--- src/assert_macros.svh ---
// Assertion macros shared by the scaler modules
`ifndef ASSERT_MACROS_SVH
`define ASSERT_MACROS_SVH

// Property that must hold at every clock edge outside reset
`define BSR_ASSERT(lbl, prop, msg) \
  lbl: assert property (@(posedge clk_i) disable iff (!rst_ni) (prop)) else $error(msg);

// Same-cycle implication
`define BSR_ASSERT_IMP(lbl, ante, cons, msg) \
  lbl: assert property (@(posedge clk_i) disable iff (!rst_ni) (ante) |-> (cons)) \
    else $error(msg);

// Next-cycle implication
`define BSR_ASSERT_NXT(lbl, ante, cons, msg) \
  lbl: assert property (@(posedge clk_i) disable iff (!rst_ni) (ante) |=> (cons)) \
    else $error(msg);

`endif

--- src/bsr_pkg.sv ---
// Types and constants of the bilinear RGB565 scaler
`timescale 1ns / 1ps
`default_nettype none
package bsr_pkg;

  localparam int WORD_W    = 32;
  localparam int SIZE_W    = 9;
  localparam int COORD_W   = 8;
  localparam int CHAN_N    = 3;
  localparam int CHAN_BITS = 8;
  localparam int BITS_W    = 6;
  localparam int ENTRY_W   = CHAN_N * CHAN_BITS;
  localparam int RGB_W     = 16;
  // Dividend (2x+1)*s*128: 9 + 9 + 7 bits
  localparam int PROD_W    = 2 * SIZE_W;
  localparam int NUM_W     = PROD_W + 7;
  localparam int POS_W     = 17;
  localparam int WGT_W     = 11;
  localparam int TOP_W     = 20;
  localparam int ACC_W     = 30;
  localparam int CNT_W     = 5;
  localparam int CFG_IDX_W = 3;
  localparam int FETCH_LAST = 4;
  localparam int HALF_Q8   = 128;
  localparam int ONE_Q8    = 256;
  localparam int ROUND_Q16 = 32768;
  localparam int CAP_Q16   = 255 * 65536;

  localparam logic [WORD_W-1:0] RESET_RED_MASK   = 32'h00FF_0000;
  localparam logic [WORD_W-1:0] RESET_GREEN_MASK = 32'h0000_FF00;
  localparam logic [WORD_W-1:0] RESET_BLUE_MASK  = 32'h0000_00FF;
  localparam logic [SIZE_W-1:0] RESET_SRC_SIZE   = 9'd256;
  localparam logic [SIZE_W-1:0] RESET_DST_SIZE   = 9'd128;

  typedef enum logic [CFG_IDX_W-1:0] {
    CFG_RED_MASK   = 3'd0,
    CFG_GREEN_MASK = 3'd1,
    CFG_BLUE_MASK  = 3'd2,
    CFG_SRC_WIDTH  = 3'd3,
    CFG_SRC_HEIGHT = 3'd4,
    CFG_DST_WIDTH  = 3'd5,
    CFG_DST_HEIGHT = 3'd6
  } cfg_idx_e;

  typedef enum logic {
    OP_WRITE = 1'b0,
    OP_READ  = 1'b1
  } op_e;

  typedef enum logic [3:0] {
    ST_IDLE,
    ST_ALIGN,
    ST_COUNT,
    ST_STORE,
    ST_MUL,
    ST_DIV,
    ST_POST,
    ST_FETCH,
    ST_HORZ,
    ST_VERT,
    ST_DONE
  } ctl_state_e;

  typedef struct packed {
    logic       latch_in;
    logic       aln_step;
    logic       cnt_step;
    logic       store;
    logic       mul_load;
    logic       div_step;
    logic       post;
    logic       axis;
    logic       rd;
    logic [1:0] rd_slot;
    logic       cap;
    logic [1:0] cap_slot;
    logic       h_step;
    logic       v_step;
    logic [1:0] chan;
    logic       out_load;
  } cmd_t;

  typedef struct packed {
    logic op;
    logic aln_done;
    logic cnt_done;
    logic out_busy;
  } sts_t;

endpackage
`default_nettype wire

--- src/bsr_ctrl.sv ---
// Controller state machine of the scaler
`timescale 1ns / 1ps
`default_nettype none
`include "assert_macros.svh"
module bsr_ctrl (
  input  logic          clk_i,
  input  logic          rst_ni,
  input  logic          in_valid_i,
  output logic          in_ready_o,
  input  bsr_pkg::sts_t sts_i,
  output bsr_pkg::cmd_t cmd_o
);
  import bsr_pkg::*;

  ctl_state_e       state_q, state_d;
  logic [CNT_W-1:0] cnt_q, cnt_d;
  logic             axis_q, axis_d;

  always_ff @(posedge clk_i or negedge rst_ni) begin
    if (!rst_ni) begin
      state_q <= ST_IDLE;
      cnt_q   <= '0;
      axis_q  <= 1'b0;
    end else begin
      state_q <= state_d;
      cnt_q   <= cnt_d;
      axis_q  <= axis_d;
    end
  end

  always_comb begin
    state_d    = state_q;
    cnt_d      = cnt_q;
    axis_d     = axis_q;
    cmd_o      = '0;
    cmd_o.axis = axis_q;
    cmd_o.rd_slot  = cnt_q[1:0];
    cmd_o.cap_slot = 2'(cnt_q - 5'd1);
    cmd_o.chan     = cnt_q[1:0];
    in_ready_o = 1'b0;
    case (state_q)
      ST_IDLE: begin
        in_ready_o = 1'b1;
        if (in_valid_i) begin
          cmd_o.latch_in = 1'b1;
          axis_d = 1'b0;
          state_d = ST_ALIGN;
        end
      end
      ST_ALIGN: begin
        // a read item skips the mask walk
        if (sts_i.op == OP_READ) begin
          state_d = ST_MUL;
        end else if (sts_i.aln_done) begin
          state_d = ST_COUNT;
        end else begin
          cmd_o.aln_step = 1'b1;
        end
      end
      ST_COUNT: begin
        if (sts_i.cnt_done) begin
          state_d = ST_STORE;
        end else begin
          cmd_o.cnt_step = 1'b1;
        end
      end
      ST_STORE: begin
        cmd_o.store = 1'b1;
        state_d = ST_IDLE;
      end
      ST_MUL: begin
        cmd_o.mul_load = 1'b1;
        cnt_d = '0;
        state_d = ST_DIV;
      end
      ST_DIV: begin
        cmd_o.div_step = 1'b1;
        cnt_d = cnt_q + 5'd1;
        if (cnt_q == CNT_W'(NUM_W - 1)) begin
          state_d = ST_POST;
        end
      end
      ST_POST: begin
        cmd_o.post = 1'b1;
        cnt_d = '0;
        if (axis_q) begin
          state_d = ST_FETCH;
        end else begin
          axis_d = 1'b1;
          state_d = ST_MUL;
        end
      end
      ST_FETCH: begin
        // issue four reads, capture each in the cycle after its read
        cmd_o.rd  = (cnt_q != CNT_W'(FETCH_LAST));
        cmd_o.cap = (cnt_q != '0);
        cnt_d = cnt_q + 5'd1;
        if (cnt_q == CNT_W'(FETCH_LAST)) begin
          cnt_d = '0;
          state_d = ST_HORZ;
        end
      end
      ST_HORZ: begin
        cmd_o.h_step = 1'b1;
        state_d = ST_VERT;
      end
      ST_VERT: begin
        cmd_o.v_step = 1'b1;
        if (cnt_q == CNT_W'(CHAN_N - 1)) begin
          state_d = ST_DONE;
        end else begin
          cnt_d = cnt_q + 5'd1;
          state_d = ST_HORZ;
        end
      end
      ST_DONE: begin
        // hold until the output register is free
        if (!sts_i.out_busy) begin
          cmd_o.out_load = 1'b1;
          state_d = ST_IDLE;
        end
      end
      default: state_d = ST_IDLE;
    endcase
  end

  `BSR_ASSERT_IMP(a_div_count, state_q == ST_DIV, cnt_q < CNT_W'(NUM_W), "divider overrun")
  `BSR_ASSERT_IMP(a_chan_range, state_q == ST_HORZ || state_q == ST_VERT,
                  cnt_q < CNT_W'(CHAN_N), "channel index out of range")
  `BSR_ASSERT_NXT(a_read_path, state_q == ST_POST && axis_q, state_q == ST_FETCH,
                  "fetch must follow the second axis")

endmodule
`default_nettype wire

--- config.mk ---
export PLATFORM = sky130hd
export DESIGN_NAME = bsr_ctrl
export DESIGN_NICKNAME = d
export VERILOG_FILES = /design/src/bsr_pkg.sv /design/src/bsr_ctrl.sv
export VERILOG_INCLUDE_DIRS = /design/src /design/src/src
export SDC_FILE = /design/constraint.sdc
export NUM_CORES = 1
export LEC_CHECK = 0
export BUFFER_PORTS_ARGS = -buffer_cell sky130_fd_sc_hd__buf_4
export CORE_MARGIN = 2
export CORE_UTILIZATION = 45
export DETAILED_ROUTE_END_ITERATION = 16
export PLACE_DENSITY = 0.81
export SLEW_MARGIN = 10
export SYNTH_ARGS = -nofsm -noshare
export SYNTH_HDL_FRONTEND = slang
export SYNTH_SLANG_ARGS = --single-unit
--- constraint.sdc ---
create_clock -name clk_i -period 2.07 [get_ports clk_i]
set_input_delay 0.3105 -clock clk_i [delete_from_list [all_inputs] [get_ports clk_i]]
set_output_delay 0.3105 -clock clk_i [all_outputs]
set_load 0.05 [all_outputs]
==> impl_metrics.json <==
{
  "clk_pin_slew_ns": 0.07,
  "vias_per_cell": 5.450,
  "fmax_ghz": 0.5117,
  "end_kind": "output pin",
  "boundaryPins": 27,
  "period_share": 0.9441,
  "maxSlewHeadroom": 0.6344,
  "drv_slew": 0,
  "grt_max_degree": 12,
  "ys_seq_area_frac": 0.3026,
  "grt_pass1_vias": 678,
  "finalPower_uw": 1274,
  "clock_latency_ns": 0.26,
  "fin_area_um2": 1111,
  "worstSetupPathType": "reg -> out",
  "grt_first_pass_wirelength_mm": 3.105,
  "num_vias": 812,
  "status": "finished, final reports clean",
  "drt_iter0_markers": 9,
  "post_cts_buffers": 0,
  "wire_per_inst_um": 13.63,
  "syn_area_per_cell_um2": 8.270,
  "wl_mm": 2.031,
  "arrival_ns": 1.64,
  "die_y_um": 46.87,
  "antenna_left": 0,
  "synthesis.nets": 110,
  "drt-pass1-iter-count": 4,
  "cts_buffers": 3,
  "yosysTopAreaCell": "dfrtp_1",
  "ys_types": 37,
  "diodes": 0,
  "layout_common_cells": "buf_4, dfrtp_1",
  "dp_slack_ns": 0.1372,
  "drc": 0,
  "hold_ws_ns": 0.3899,
  "ir_worst_vdd_v": 0.0008773,
  "ys_warn_count": 0,
  "worstPathRequired_ns": 1.76,
  "rsz0062_at_grt": "false",
  "final.min_clock_period_ns": 1.954,
  "fillers": 140,
  "synth-seq-cells": 10,
  "syn_inst": 100,
  "fp.dieW_um": 46.87,
  "cts_tree": "yes",
  "maxCapViolCount": 0,
  "nNetsFinal": 135,
  "synthTopCellsByArea": "dfrtp_1, buf_4, ha_1",
  "leakage_uw": 0.0005034,
  "core_area_um2": 1727,
  "async_flop_share": 1.000,
  "startpoint_type": "register",
  "place_hpwl_mm": 1.512,
  "cp_max_fo": 6,
  "hp-start": "in_valid_i",
  "cts_root_buf": "clkbuf_4",
  "final.setup.worst_slack_ns": 0.1157,
  "synth_edf_count": 0,
  "initial_utilization": 0.4790,
  "hp-class": "in -> reg",
  "skew_ns": 0.005637,
  "cts_buffer_depth": 2,
  "postPlaceCellArea_um2": 1046,
  "final_common_cell": "buf_4",
  "setup_viol": 0,
  "gp_congestion": 0.8112,
  "grt_use_total": 0.1995,
  "regToRegSetupSlack_ns": 0.16,
  "cellPowerDensity_nw_per_um2": 1146,
  "r2r-end": "cnt_q[4]",
  "cts.sinks": 10,
  "synth_top_area_frac": 0.3026,
  "drive_above_1_share": 0.3710,
  "antenna_found_initial": 0,
  "synth_flop_cell": "dfrtp_1",
  "dieArea_um2": 2197,
  "ff2ff_path_depth": 6,
  "portBuffers": 26,
  "syn2layout_area_growth_pct": 34.34,
  "min_delay_path_depth": 3,
  "rows": 15,
  "min_to": "axis_q",
  "hold_viol_final": 0,
  "ctsHtreeMaxLevel": 1,
  "tightest_slew_ns": 0.5408,
  "r2r_start": "cnt_q[0]",
  "syn_area_um2": 827.0,
  "overflow": 0
}
==> timing repair <==
item	in CTS	in global routing
gates resized for setup	0	4
hold buffers	1	0
endpoints found under the hold margin	10	0
endpoints found under the setup margin	0	4
==> synthesized netlist by cell type, drive strengths merged (2+ instances only) <==
cell type  instances
nand2              6
inv                6
nand3              4
a21oi              6
nand2b             5
o31ai              2
buf                9
nor4b              2
and4bb             2
nor2               7
nor4               3
nor3               5
ha                 3
o21ai              6
nor2b              2
o22ai              3
clkbuf             2
dfrtp             10
or3                4
==> logic make-up after synthesis <==
| logic type | share of synthesized area |
|---|---|
| and+or+nand+nor | 0.3344 |
| buffers and inverters | 0.1195 |
| DFF | 0.3026 |
| muxes | 0.01210 |
| AOI/OAI and AO/OA | 0.1861 |
| adders and majority gates | 0.04539 |
==> state kept, by name (all words and copies together), names as in the netlist <==
register / cells
cnt_q: 5
state_q: 4
axis_q: 1
==> per-layer routing <==
layer | vias up | share of wire | global-route usage
li1 | 406 | - | -
met1 | 386 | 0.49 | 0.2919
met2 | 18 | 0.47 | 0.2986
met3 | 2 | 0.031 | 0.01154
met4 | 0 | 0.0049 | 0.1000
met5 | - | 0 | 0
==> cell type report <==
cell class	count	area, um^2	share of cell area
flip-flops and latches	10	251.5	0.2264
repair buffers	31	235.2	0.2117
well taps	25	31.28	0.02815
multi-input cells	73	534.3	0.4809
inverters	6	22.52	0.02027
clock buffers	4	36.28	0.03266
==> worst max-delay path by stage <==
stage	from	to	slack (ns)	cells after the start
5_1_grt	cnt_q[0]	cmd_o[10]	0.03	5
2_1_floorplan	state_q[0]	cmd_o[0]	-0.02	3
3_5_place_dp	cnt_q[0]	cnt_q[4]	0.14	6
6_report	cnt_q[0]	cmd_o[10]	0.12	5
3_3_place_gp	cnt_q[0]	cnt_q[4]	0.18	6
4_1_cts	cnt_q[0]	cmd_o[10]	0.002	5
==> critical path, cell delays in order, from the launching register on <==
cell	delay, ns
dfrtp_2	0.44
inv_1	0.14
ha_2	0.23
nor4bb_4	0.32
nor2_2	0.08
buf_4	0.19
==> through the flow <==
step,util,setup TNS [ns],instances
final,0.6435,0,149
after global routing,0.6435,0,149
after CTS,0.6326,0,149
after detailed placement,0.6058,0,144
after global placement,0.6058,0,144
after floorplan,-,-0.02400,100
==> report_power, final <==
| part | internal [uW] | total [uW] | switching [uW] |
|---|---|---|---|
| sequential | 242 | 328 | 85.8 |
| clock | 107 | 169 | 62.9 |
| combinational | 259 | 777 | 518 |
No activity file was read; power rests on OpenSTA's default activity.
